[src/hdl/assert_macros.svh]
// Assertion macros used by the first-touch renumbering sequencer.
`ifndef ASSERT_MACROS_SVH
`define ASSERT_MACROS_SVH

`ifndef SYNTHESIS

// Flag any cycle in which cond holds.
`define FTR_ASSERT_NEVER(lbl, clk, rst_n, cond, msg) \
    lbl: assert property (@(posedge clk) disable iff (!rst_n) !(cond)) else $error(msg);

// Require post in the same cycle as pre.
`define FTR_ASSERT_IMPLY(lbl, clk, rst_n, pre, post, msg) \
    lbl: assert property (@(posedge clk) disable iff (!rst_n) (pre) |-> (post)) \
        else $error(msg);

`else

`define FTR_ASSERT_NEVER(lbl, clk, rst_n, cond, msg)
`define FTR_ASSERT_IMPLY(lbl, clk, rst_n, pre, post, msg)

`endif

`endif

[src/hdl/ftr_pkg.sv]
// Types and constants shared by the first-touch renumbering modules.
package ftr_pkg;

    localparam int MAX_ITEMS_DEF = 1024;

    localparam int IDX_W    = 10;
    localparam int SIZE_W   = 11;
    localparam int CMD_W    = 2;
    localparam int STATUS_W = 2;

    localparam logic [SIZE_W-1:0] SIZE_RESET = 11'd1024;

    typedef enum logic [CMD_W-1:0] {
        CMD_TOUCH   = 2'd0,
        CMD_FLUSH   = 2'd1,
        CMD_RESTART = 2'd2
    } cmd_t;

    typedef enum logic [STATUS_W-1:0] {
        ST_MAPPED = 2'd0,
        ST_DONE   = 2'd1,
        ST_RANGE  = 2'd2
    } status_t;

    typedef struct packed {
        logic [IDX_W-1:0] old_index;
        logic [IDX_W-1:0] new_index;
        status_t          status;
    } result_t;

endpackage

[src/hdl/ftr_bitmap_ram.sv]
// Taken bitmap: one-bit synchronous memory with one write and one registered read port.
module ftr_bitmap_ram #(
    parameter int DEPTH = ftr_pkg::MAX_ITEMS_DEF,
    localparam int AW = $clog2(DEPTH)
) (
    input  logic          clk,
    input  logic          wr_en,
    input  logic [AW-1:0] wr_addr,
    input  logic          wr_data,
    input  logic          rd_en,
    input  logic [AW-1:0] rd_addr,
    output logic          rd_data
);

    logic mem_reg [DEPTH];
    logic rd_data_reg;

    always_ff @(posedge clk)
    begin
        if (wr_en)
        begin
            mem_reg[wr_addr] <= wr_data;
        end
        // hold read data while no read is issued
        if (rd_en)
        begin
            rd_data_reg <= mem_reg[rd_addr];
        end
    end

    assign rd_data = rd_data_reg;

endmodule

[src/hdl/ftr_out_stage.sv]
// Output register for result beats on the valid/stall channel.
module ftr_out_stage (
    input  logic                           clk,
    input  logic                           rst_n,
    input  logic                           res_push,
    input  ftr_pkg::result_t               res,
    output logic                           slot_free,
    output logic                           out_valid,
    input  logic                           out_stall,
    output logic [ftr_pkg::IDX_W-1:0]      old_index,
    output logic [ftr_pkg::IDX_W-1:0]      new_index,
    output logic [ftr_pkg::STATUS_W-1:0]   status
);

    logic             out_valid_reg;
    logic             out_valid_next;
    ftr_pkg::result_t data_reg;

    assign slot_free = !out_valid_reg || !out_stall;

    always_comb
    begin
        if (res_push)
        begin
            out_valid_next = 1'b1;
        end
        else if (out_stall)
        begin
            out_valid_next = out_valid_reg;
        end
        else
        begin
            out_valid_next = 1'b0;
        end
    end

    always_ff @(posedge clk or negedge rst_n)
    begin
        if (!rst_n)
        begin
            out_valid_reg <= 1'b0;
        end
        else
        begin
            out_valid_reg <= out_valid_next;
        end
    end

    always_ff @(posedge clk)
    begin
        if (res_push)
        begin
            data_reg <= res;
        end
    end

    assign out_valid = out_valid_reg;
    assign old_index = data_reg.old_index;
    assign new_index = data_reg.new_index;
    assign status    = data_reg.status;

endmodule

[src/hdl/ftr_ctrl.sv]
// Sequencer: clear pass, touch read-modify-write, flush walk and counters.
`include "assert_macros.svh"

module ftr_ctrl #(
    parameter int MAX_ITEMS = ftr_pkg::MAX_ITEMS_DEF,
    localparam int AW = $clog2(MAX_ITEMS)
) (
    input  logic                          clk,
    input  logic                          rst_n,
    input  logic                          cfg_wr_en,
    input  logic [ftr_pkg::SIZE_W-1:0]    cfg_wr_data,
    input  logic                          in_valid,
    output logic                          in_stall,
    input  logic [ftr_pkg::CMD_W-1:0]     cmd,
    input  logic [ftr_pkg::IDX_W-1:0]     item_index,
    output logic                          res_push,
    output ftr_pkg::result_t              res,
    input  logic                          slot_free,
    output logic                          mem_wr_en,
    output logic [AW-1:0]                 mem_wr_addr,
    output logic                          mem_wr_data,
    output logic                          mem_rd_en,
    output logic [AW-1:0]                 mem_rd_addr,
    input  logic                          mem_rd_data
);

    localparam int PW  = AW + 1;
    localparam int CW0 = (PW > ftr_pkg::SIZE_W) ? PW : ftr_pkg::SIZE_W;
    localparam int CW  = (CW0 > ftr_pkg::IDX_W) ? CW0 : ftr_pkg::IDX_W;
    localparam logic [AW-1:0] CLR_LAST = AW'(MAX_ITEMS - 1);

    typedef enum logic [4:0] {
        S_CLEAR = 5'b00001,
        S_IDLE  = 5'b00010,
        S_TOUCH = 5'b00100,
        S_SCAN  = 5'b01000,
        S_EMIT  = 5'b10000
    } state_t;

    state_t                     state_reg;
    state_t                     state_next;
    logic [ftr_pkg::SIZE_W-1:0] size_reg;
    logic [PW-1:0]              scan_pos_reg;
    logic [PW-1:0]              scan_pos_next;
    logic [PW-1:0]              next_id_reg;
    logic [PW-1:0]              next_id_next;
    logic [AW-1:0]              clr_addr_reg;
    logic [AW-1:0]              clr_addr_next;
    logic [AW-1:0]              idx_reg;
    logic [AW-1:0]              idx_next;
    ftr_pkg::result_t           pend_reg;
    ftr_pkg::result_t           pend_next;
    logic [PW-1:0]              size_eff;
    logic [PW-1:0]              scan_inc;

    always_comb
    begin
        if (CW'(size_reg) > CW'(MAX_ITEMS))
        begin
            size_eff = PW'(MAX_ITEMS);
        end
        else
        begin
            size_eff = PW'(size_reg);
        end
    end

    assign scan_inc = scan_pos_reg + PW'(1);
    assign in_stall = (state_reg != S_IDLE);

    always_comb
    begin
        state_next    = state_reg;
        scan_pos_next = scan_pos_reg;
        next_id_next  = next_id_reg;
        clr_addr_next = clr_addr_reg;
        idx_next      = idx_reg;
        pend_next     = pend_reg;
        mem_wr_en     = 1'b0;
        mem_wr_addr   = clr_addr_reg;
        mem_wr_data   = 1'b0;
        mem_rd_en     = 1'b0;
        mem_rd_addr   = idx_reg;
        res_push      = 1'b0;
        res           = pend_reg;

        unique case (state_reg)
            S_CLEAR:
            begin
                mem_wr_en   = 1'b1;
                mem_wr_addr = clr_addr_reg;
                mem_wr_data = 1'b0;
                if (clr_addr_reg == CLR_LAST)
                begin
                    state_next = S_IDLE;
                end
                else
                begin
                    clr_addr_next = clr_addr_reg + AW'(1);
                end
            end

            S_IDLE:
            begin
                if (in_valid)
                begin
                    unique case (cmd)
                        ftr_pkg::CMD_TOUCH:
                        begin
                            if (CW'(item_index) >= CW'(size_eff))
                            begin
                                pend_next.old_index = item_index;
                                pend_next.new_index = '0;
                                pend_next.status    = ftr_pkg::ST_RANGE;
                                state_next          = S_EMIT;
                            end
                            else
                            begin
                                mem_rd_en   = 1'b1;
                                mem_rd_addr = AW'(item_index);
                                idx_next    = AW'(item_index);
                                state_next  = S_TOUCH;
                            end
                        end

                        ftr_pkg::CMD_FLUSH:
                        begin
                            if (scan_pos_reg >= size_eff)
                            begin
                                scan_pos_next       = size_eff;
                                pend_next.old_index = '0;
                                pend_next.new_index = '0;
                                pend_next.status    = ftr_pkg::ST_DONE;
                                state_next          = S_EMIT;
                            end
                            else
                            begin
                                mem_rd_en   = 1'b1;
                                mem_rd_addr = scan_pos_reg[AW-1:0];
                                state_next  = S_SCAN;
                            end
                        end

                        ftr_pkg::CMD_RESTART:
                        begin
                            next_id_next  = '0;
                            scan_pos_next = '0;
                            clr_addr_next = '0;
                            state_next    = S_CLEAR;
                        end

                        default:
                        begin
                            state_next = S_IDLE;
                        end
                    endcase
                end
            end

            S_TOUCH:
            begin
                if (mem_rd_data)
                begin
                    state_next = S_IDLE;
                end
                else if (slot_free)
                begin
                    mem_wr_en     = 1'b1;
                    mem_wr_addr   = idx_reg;
                    mem_wr_data   = 1'b1;
                    res_push      = 1'b1;
                    res.old_index = ftr_pkg::IDX_W'(idx_reg);
                    res.new_index = ftr_pkg::IDX_W'(next_id_reg);
                    res.status    = ftr_pkg::ST_MAPPED;
                    next_id_next  = next_id_reg + PW'(1);
                    state_next    = S_IDLE;
                end
            end

            S_SCAN:
            begin
                if (!mem_rd_data)
                begin
                    if (slot_free)
                    begin
                        mem_wr_en     = 1'b1;
                        mem_wr_addr   = scan_pos_reg[AW-1:0];
                        mem_wr_data   = 1'b1;
                        res_push      = 1'b1;
                        res.old_index = ftr_pkg::IDX_W'(scan_pos_reg);
                        res.new_index = ftr_pkg::IDX_W'(next_id_reg);
                        res.status    = ftr_pkg::ST_MAPPED;
                        next_id_next  = next_id_reg + PW'(1);
                        scan_pos_next = scan_inc;
                        state_next    = S_IDLE;
                    end
                end
                else if (scan_inc >= size_eff)
                begin
                    scan_pos_next       = scan_inc;
                    pend_next.old_index = '0;
                    pend_next.new_index = '0;
                    pend_next.status    = ftr_pkg::ST_DONE;
                    state_next          = S_EMIT;
                end
                else
                begin
                    mem_rd_en     = 1'b1;
                    mem_rd_addr   = scan_inc[AW-1:0];
                    scan_pos_next = scan_inc;
                end
            end

            S_EMIT:
            begin
                if (slot_free)
                begin
                    res_push   = 1'b1;
                    res        = pend_reg;
                    state_next = S_IDLE;
                end
            end

            default:
            begin
                state_next = S_CLEAR;
            end
        endcase
    end

    always_ff @(posedge clk or negedge rst_n)
    begin
        if (!rst_n)
        begin
            state_reg    <= S_CLEAR;
            size_reg     <= ftr_pkg::SIZE_RESET;
            scan_pos_reg <= '0;
            next_id_reg  <= '0;
            clr_addr_reg <= '0;
        end
        else
        begin
            state_reg    <= state_next;
            scan_pos_reg <= scan_pos_next;
            next_id_reg  <= next_id_next;
            clr_addr_reg <= clr_addr_next;
            if (cfg_wr_en)
            begin
                size_reg <= cfg_wr_data;
            end
        end
    end

    always_ff @(posedge clk)
    begin
        idx_reg  <= idx_next;
        pend_reg <= pend_next;
    end

    `FTR_ASSERT_NEVER(a_no_rd_wr_overlap, clk, rst_n, mem_wr_en && mem_rd_en, "bitmap read and write in one cycle")
    `FTR_ASSERT_IMPLY(a_push_needs_slot, clk, rst_n, res_push, slot_free, "result beat pushed into a full output register")
    `FTR_ASSERT_IMPLY(a_clear_covers_all, clk, rst_n, (state_reg == S_CLEAR) && (state_next != S_CLEAR), clr_addr_reg == CLR_LAST, "clear pass left early")
    `FTR_ASSERT_NEVER(a_next_id_bound, clk, rst_n, next_id_reg > PW'(MAX_ITEMS), "new id count beyond map depth")

endmodule

[src/hdl/first_touch_renumbering.sv]
// First-touch renumbering top level: sequencer, taken bitmap memory and output register.
// Touch: TOUCH pushes a beat after the bitmap read; a repeated touch gives no beat.
// Flush: one bitmap read per cycle while the walk skips taken entries.
// Out-of-range touch and flush already done: EMIT pushes the beat once the slot is free.
// A new command is accepted only in idle; output stalls hold the sequencer out of idle.
// Reset and restart run a clearing pass over every bitmap entry with input stalled.
module first_touch_renumbering #(
    parameter int MAX_ITEMS = ftr_pkg::MAX_ITEMS_DEF
) (
    input  logic                          clk,
    input  logic                          rst_n,
    input  logic                          cfg_wr_en,
    input  logic [ftr_pkg::SIZE_W-1:0]    cfg_wr_data,
    input  logic                          in_valid,
    output logic                          in_stall,
    input  logic [ftr_pkg::CMD_W-1:0]     cmd,
    input  logic [ftr_pkg::IDX_W-1:0]     item_index,
    output logic                          out_valid,
    input  logic                          out_stall,
    output logic [ftr_pkg::IDX_W-1:0]     old_index,
    output logic [ftr_pkg::IDX_W-1:0]     new_index,
    output logic [ftr_pkg::STATUS_W-1:0]  status
);

    localparam int AW = $clog2(MAX_ITEMS);

    logic             res_push;
    ftr_pkg::result_t res;
    logic             slot_free;
    logic             mem_wr_en;
    logic [AW-1:0]    mem_wr_addr;
    logic             mem_wr_data;
    logic             mem_rd_en;
    logic [AW-1:0]    mem_rd_addr;
    logic             mem_rd_data;

    ftr_ctrl #(
        .MAX_ITEMS (MAX_ITEMS)
    ) u_ctrl (
        .clk         (clk),
        .rst_n       (rst_n),
        .cfg_wr_en   (cfg_wr_en),
        .cfg_wr_data (cfg_wr_data),
        .in_valid    (in_valid),
        .in_stall    (in_stall),
        .cmd         (cmd),
        .item_index  (item_index),
        .res_push    (res_push),
        .res         (res),
        .slot_free   (slot_free),
        .mem_wr_en   (mem_wr_en),
        .mem_wr_addr (mem_wr_addr),
        .mem_wr_data (mem_wr_data),
        .mem_rd_en   (mem_rd_en),
        .mem_rd_addr (mem_rd_addr),
        .mem_rd_data (mem_rd_data)
    );

    ftr_bitmap_ram #(
        .DEPTH (MAX_ITEMS)
    ) u_bitmap (
        .clk     (clk),
        .wr_en   (mem_wr_en),
        .wr_addr (mem_wr_addr),
        .wr_data (mem_wr_data),
        .rd_en   (mem_rd_en),
        .rd_addr (mem_rd_addr),
        .rd_data (mem_rd_data)
    );

    ftr_out_stage u_out (
        .clk       (clk),
        .rst_n     (rst_n),
        .res_push  (res_push),
        .res       (res),
        .slot_free (slot_free),
        .out_valid (out_valid),
        .out_stall (out_stall),
        .old_index (old_index),
        .new_index (new_index),
        .status    (status)
    );

endmodule
[config.mk]
export PLATFORM = sky130hd
export DESIGN_NAME = first_touch_renumbering
export DESIGN_NICKNAME = d
export VERILOG_FILES = /design/src/hdl/ftr_pkg.sv /design/src/hdl/ftr_bitmap_ram.sv /design/src/hdl/ftr_out_stage.sv /design/src/hdl/ftr_ctrl.sv /design/src/hdl/first_touch_renumbering.sv
export VERILOG_INCLUDE_DIRS = /design/src /design/src/hdl
export SDC_FILE = /design/constraint.sdc
export NUM_CORES = 2
export LEC_CHECK = 0
export BUFFER_PORTS_ARGS = -buffer_cell sky130_fd_sc_hd__buf_2
export CORE_MARGIN = 8
export CORE_UTILIZATION = 50
export DETAILED_ROUTE_END_ITERATION = 6
export PLACE_DENSITY = 0.65
export REMOVE_ABC_BUFFERS = 1
export SETUP_SLACK_MARGIN = 0.2
export SLEW_MARGIN = 15
export SYNTH_ARGS = -nofsm -noshare
export SYNTH_HDL_FRONTEND = slang
export SYNTH_HIERARCHICAL = 1
export SYNTH_SLANG_ARGS = --single-unit
[constraint.sdc]
create_clock -name clk -period 26.2 [get_ports clk]
set_input_delay 7.86 -clock clk [delete_from_list [all_inputs] [get_ports clk]]
set_output_delay 7.86 -clock clk [all_outputs]
set_load 0.02 [all_outputs]
==> impl_metrics.prom <==
# TYPE chip_impl_metric gauge
chip_impl_info{name="run_status",value="complete, no violations"} 1
chip_impl_metric{name="core",unit="um^2"} 100000
chip_impl_metric{name="grt_use_total",unit=""} 0.244
chip_impl_metric{name="crit_share_post_route",unit=""} 0.515
chip_impl_metric{name="totalPowerFinal",unit="mW"} 3.57
chip_impl_metric{name="core.rowCount",unit=""} 116
chip_impl_metric{name="tritoncts_sinks",unit=""} 1117
chip_impl_info{name="yosysMostFrequentCell",value="sky130_fd_sc_hd__nor2_1"} 1
chip_impl_metric{name="drc_errors",unit=""} 0
chip_impl_metric{name="route.final.wire_length",unit="um"} 139000
chip_impl_metric{name="clock_insertion_delay_worst_skew",unit="ns"} 0.70
chip_impl_metric{name="grt_max_degree",unit=""} 191
chip_impl_metric{name="part_of_the_total_power_dissipated_in_combinational_logic",unit=""} 0.011
chip_impl_metric{name="chipHeight",unit="um"} 334
chip_impl_metric{name="io_pins",unit=""} 52
chip_impl_metric{name="cts_setup_buffers",unit=""} 0
chip_impl_metric{name="timing.slew.headroom",unit=""} 0.226
chip_impl_info{name="synth_top_cell_by_area",value="sky130_fd_sc_hd__edfxtp_1"} 1
chip_impl_metric{name="min_delay_path_depth",unit=""} 1
chip_impl_info{name="clock_tree_from_tritoncts",value="yes"} 1
chip_impl_info{name="critPathSlowestCell",value="sky130_fd_sc_hd__mux4_1"} 1
chip_impl_metric{name="async_flop_share",unit=""} 0.0430
chip_impl_metric{name="dieArea",unit="um^2"} 111000
chip_impl_metric{name="grt_antenna_before_repair",unit=""} 4
chip_impl_metric{name="synth_edf_count",unit=""} 1069
chip_impl_metric{name="p_seq_frac",unit=""} 0.541
chip_impl_metric{name="gp_congestion",unit=""} 0.819
chip_impl_info{name="hold_path_startpoint",value="u_out/out_valid"} 1
chip_impl_metric{name="setup.reg_to_reg.worst_slack",unit="ns"} 18.11
chip_impl_metric{name="post_cts_resized",unit=""} 0
chip_impl_metric{name="ctsHtreeMaxLevel",unit=""} 3
chip_impl_metric{name="cts_buffers",unit=""} 115
chip_impl_info{name="worst_min_delay_path_category",value="flop to flop"} 1
chip_impl_info{name="critPathLaunchType",value="input pin"} 1
chip_impl_metric{name="power.static_leakage",unit="nW"} 14.7
chip_impl_metric{name="max_slew.worst_pin.slew",unit="ns"} 1.16
chip_impl_metric{name="syn_area",unit="um^2"} 50500
chip_impl_metric{name="dr.first_iter.drc_count",unit=""} 4054
chip_impl_metric{name="final_max_slew_viol_count",unit=""} 0
chip_impl_metric{name="maxCapViolations",unit=""} 0
chip_impl_info{name="rsz0062_at_grt",value="no"} 1
chip_impl_metric{name="worst-endpoint-arrival",unit="ns"} 13.89
chip_impl_metric{name="setup_violations_final",unit=""} 0
chip_impl_metric{name="sum_of_overflow_across_all_layers_after_global_routing",unit=""} 0
chip_impl_metric{name="yosys_register_bits",unit=""} 1117
chip_impl_metric{name="period_needed",unit="ns"} 13.48
chip_impl_metric{name="power.clock.fraction",unit=""} 0.447
chip_impl_metric{name="layout.nets",unit=""} 3677
chip_impl_metric{name="detail-route-antenna-nets",unit=""} 0
chip_impl_metric{name="wire_length_of_the_first_global_routing_pass",unit="um"} 203000
chip_impl_metric{name="final.setup_skew",unit="ns"} 0.0249
chip_impl_metric{name="switchingPower",unit="uW"} 711
chip_impl_metric{name="number_of_i_o_port_buffers",unit=""} 51
chip_impl_metric{name="synthCells",unit=""} 3700
chip_impl_metric{name="worst-path-max-fanout",unit=""} 97
chip_impl_info{name="regToRegEndpoint",value="u_bitmap/rd_data"} 1
chip_impl_metric{name="worst_setup_margin",unit="ns"} 12.72
chip_impl_metric{name="fmax",unit="MHz"} 74.2
chip_impl_metric{name="detailedPlacementHpwl",unit="um"} 72500
chip_impl_metric{name="grt_pass1_vias",unit=""} 30200
chip_impl_metric{name="via_count",unit=""} 31700
chip_impl_metric{name="power.switching_fraction",unit=""} 0.199
chip_impl_metric{name="route.detailed.vias_per_inst",unit=""} 6.33
chip_impl_metric{name="part_of_the_yosys_area_used_for_sequential_elements",unit=""} 0.660
chip_impl_info{name="synth_top_flop_cell",value="sky130_fd_sc_hd__edfxtp_1"} 1
chip_impl_metric{name="power_per_cell_area",unit="nW/um^2"} 64.7
chip_impl_info{name="worstHoldEndpoint",value="u_out/out_valid"} 1
chip_impl_metric{name="setup_ws_pre_cts",unit="ns"} 12.04
chip_impl_metric{name="finalHoldViolations",unit=""} 0
chip_impl_info{name="critical_path.cell_chain",value="buf_2 > inv_1 > ha_1 > nand2b_1 > a31oi_1 > o22ai_1 > a31o_1 > buf_4 > or3_1 > o211ai_1 > buf_4 > buf_12 > buf_12 > mux4_1 > mux4_2 > nand2b_1 > a311oi_1 > nor3_1 > nor4_1 > o2111ai_1"} 1
chip_impl_metric{name="yosys_warnings",unit=""} 6
chip_impl_metric{name="cts_hold_buf",unit=""} 0
chip_impl_metric{name="internal_power",unit="mW"} 2.86
chip_impl_info{name="critical_path.endpoint_type",value="flop"} 1
chip_impl_metric{name="clkTransAtPathRegs",unit="ns"} 0.06
chip_impl_info{name="timing.setup.critical_path_class",value="input pin to flop"} 1
chip_impl_info{name="synth_area_leaders",value="sky130_fd_sc_hd__edfxtp_1 64%, sky130_fd_sc_hd__mux4_2 8.9%, sky130_fd_sc_hd__nor2_1 8.1%"} 1
chip_impl_metric{name="drtPass1Iterations",unit=""} 5
chip_impl_metric{name="ir_worst_vdd",unit="V"} 0.0000556
chip_impl_info{name="synth.top_cells.by_count",value="1084 x sky130_fd_sc_hd__nor2_1, 1069 x sky130_fd_sc_hd__edfxtp_1, 200 x sky130_fd_sc_hd__clkbuf_1, 200 x sky130_fd_sc_hd__mux4_2, 135 x sky130_fd_sc_hd__nand2_1"} 1
chip_impl_info{name="reg2reg_from",value="u_ctrl/scan_pos_reg[0]"} 1
chip_impl_metric{name="wl_per_cell",unit="um"} 27.8
chip_impl_metric{name="synthesized_area_per_cell",unit="um^2"} 13.6
chip_impl_metric{name="crit_path_max_incr_delay",unit="ns"} 0.65
chip_impl_metric{name="synth_cell_types",unit=""} 86
chip_impl_metric{name="largest_register_ffs",unit=""} 1024
chip_impl_metric{name="cts_max_path_buffers",unit=""} 3
chip_impl_metric{name="initial_core_utilization",unit=""} 0.504
chip_impl_metric{name="drive_above_1_share",unit=""} 0.155
chip_impl_metric{name="die_w",unit="um"} 334
chip_impl_metric{name="r2r_cells",unit=""} 24
chip_impl_metric{name="worst_ep_required_time",unit="ns"} 26.61
chip_impl_info{name="cts.root.buffer_cell",value="sky130_fd_sc_hd__clkbuf_16"} 1
chip_impl_metric{name="area.growth.synth_to_final",unit="%"} 9.44
chip_impl_metric{name="synth_top_area_share",unit=""} 0.636
[cell type report]
class	instances	area (um^2)
clock inverters	72	621
well taps	1298	1620
multi-input cells	2227	15700
diodes	1	2.50
clock buffers	138	3030
flip-flops and latches	1117	33300
repair buffers	128	871
fillers	8185	44900
inverters	22	90.1
[metal layers]
layer,GRT usage,vias to the layer above,part of all wire
met5,0,-,0.000093
met2,0.385,1616,0.46
met3,0.0350,289,0.096
met4,0.0825,2,0.035
li1,-,13500,-
met1,0.350,16300,0.41
[logic make-up (layout without fill, tap and decap cells)]
family	Yosys count	after routing	synth area share
other	0	1	0
XOR/XNOR	22	22	0.00382
buffers and inverters	356	360	0.0333
multiplexers	363	363	0.127
AND/OR/NAND/NOR	1474	1474	0.121
adder cells (fa/ha/maj)	38	38	0.00942
AO/OA/AOI/OAI	330	330	0.0456
flip-flops	1117	1117	0.660
[stage by stage]
stage,instances,setup TNS (ns),cell area (um^2),utilization,hold slack [ns]
after floorplan,3366,-3.11,48900,-,0.481
after global placement,4792,0,51600,0.515,0.479
after detailed placement,4792,0,51600,0.515,0.496
after CTS,5002,0,55200,0.551,0.508
after global routing,5003,0,55200,0.552,0.537
final,5003,0,55200,0.552,0.505
[critical path: cells and delay by family]
kind	cells	cell delay, ns
fa+ha+maj	1	0.28
compound gates	6	1.12
simple gates	5	1.15
buf+inv	6	2.04
mux	2	1.14
[cells in the final DEF (no fill, tap or decap), drive strengths merged, types with 30 or more instances in the layout]
cell type / instances
nor2: 1085
and2: 34
o21ai: 50
o22ai: 30
clkinv: 57
buf: 128
dfrtp: 46
ha: 38
a21oi: 60
mux4: 214
edfxtp: 1069
clkbuf: 138
mux2i: 127
nand3: 72
nand2: 135
o221ai: 49
a22oi: 42
nor3: 46
[worst max path at each step]
stage / startpoint / end / slack [ns] / cells after the start
2_1_floorplan: u_ctrl/scan_pos_reg[0] / u_bitmap/rd_data / -3.11 / 21
3_3_place_gp: item_index[0] / u_bitmap/rd_data / 12.00 / 20
3_5_place_dp: item_index[0] / u_bitmap/rd_data / 12.04 / 20
4_1_cts: item_index[0] / u_bitmap/rd_data / 12.75 / 20
5_1_grt: item_index[0] / u_bitmap/rd_data / 12.37 / 21
6_report: item_index[0] / u_bitmap/rd_data / 12.72 / 20
[power groups by stage]
| stage | clock network [mW] | logic [mW] | registers [mW] |
|---|---|---|---|
| final | 1.60 | 0.0411 | 1.93 |
| after global routing | 1.68 | 0.0461 | 1.93 |
| after CTS | 1.62 | 0.0411 | 1.93 |
| after detailed placement | 0 | 0.0406 | 1.97 |
| after global placement | 0 | 0.0403 | 1.97 |
| after floorplan | 0 | 0.0263 | 1.97 |
Note: power is estimated with default switching activity, not from simulation.
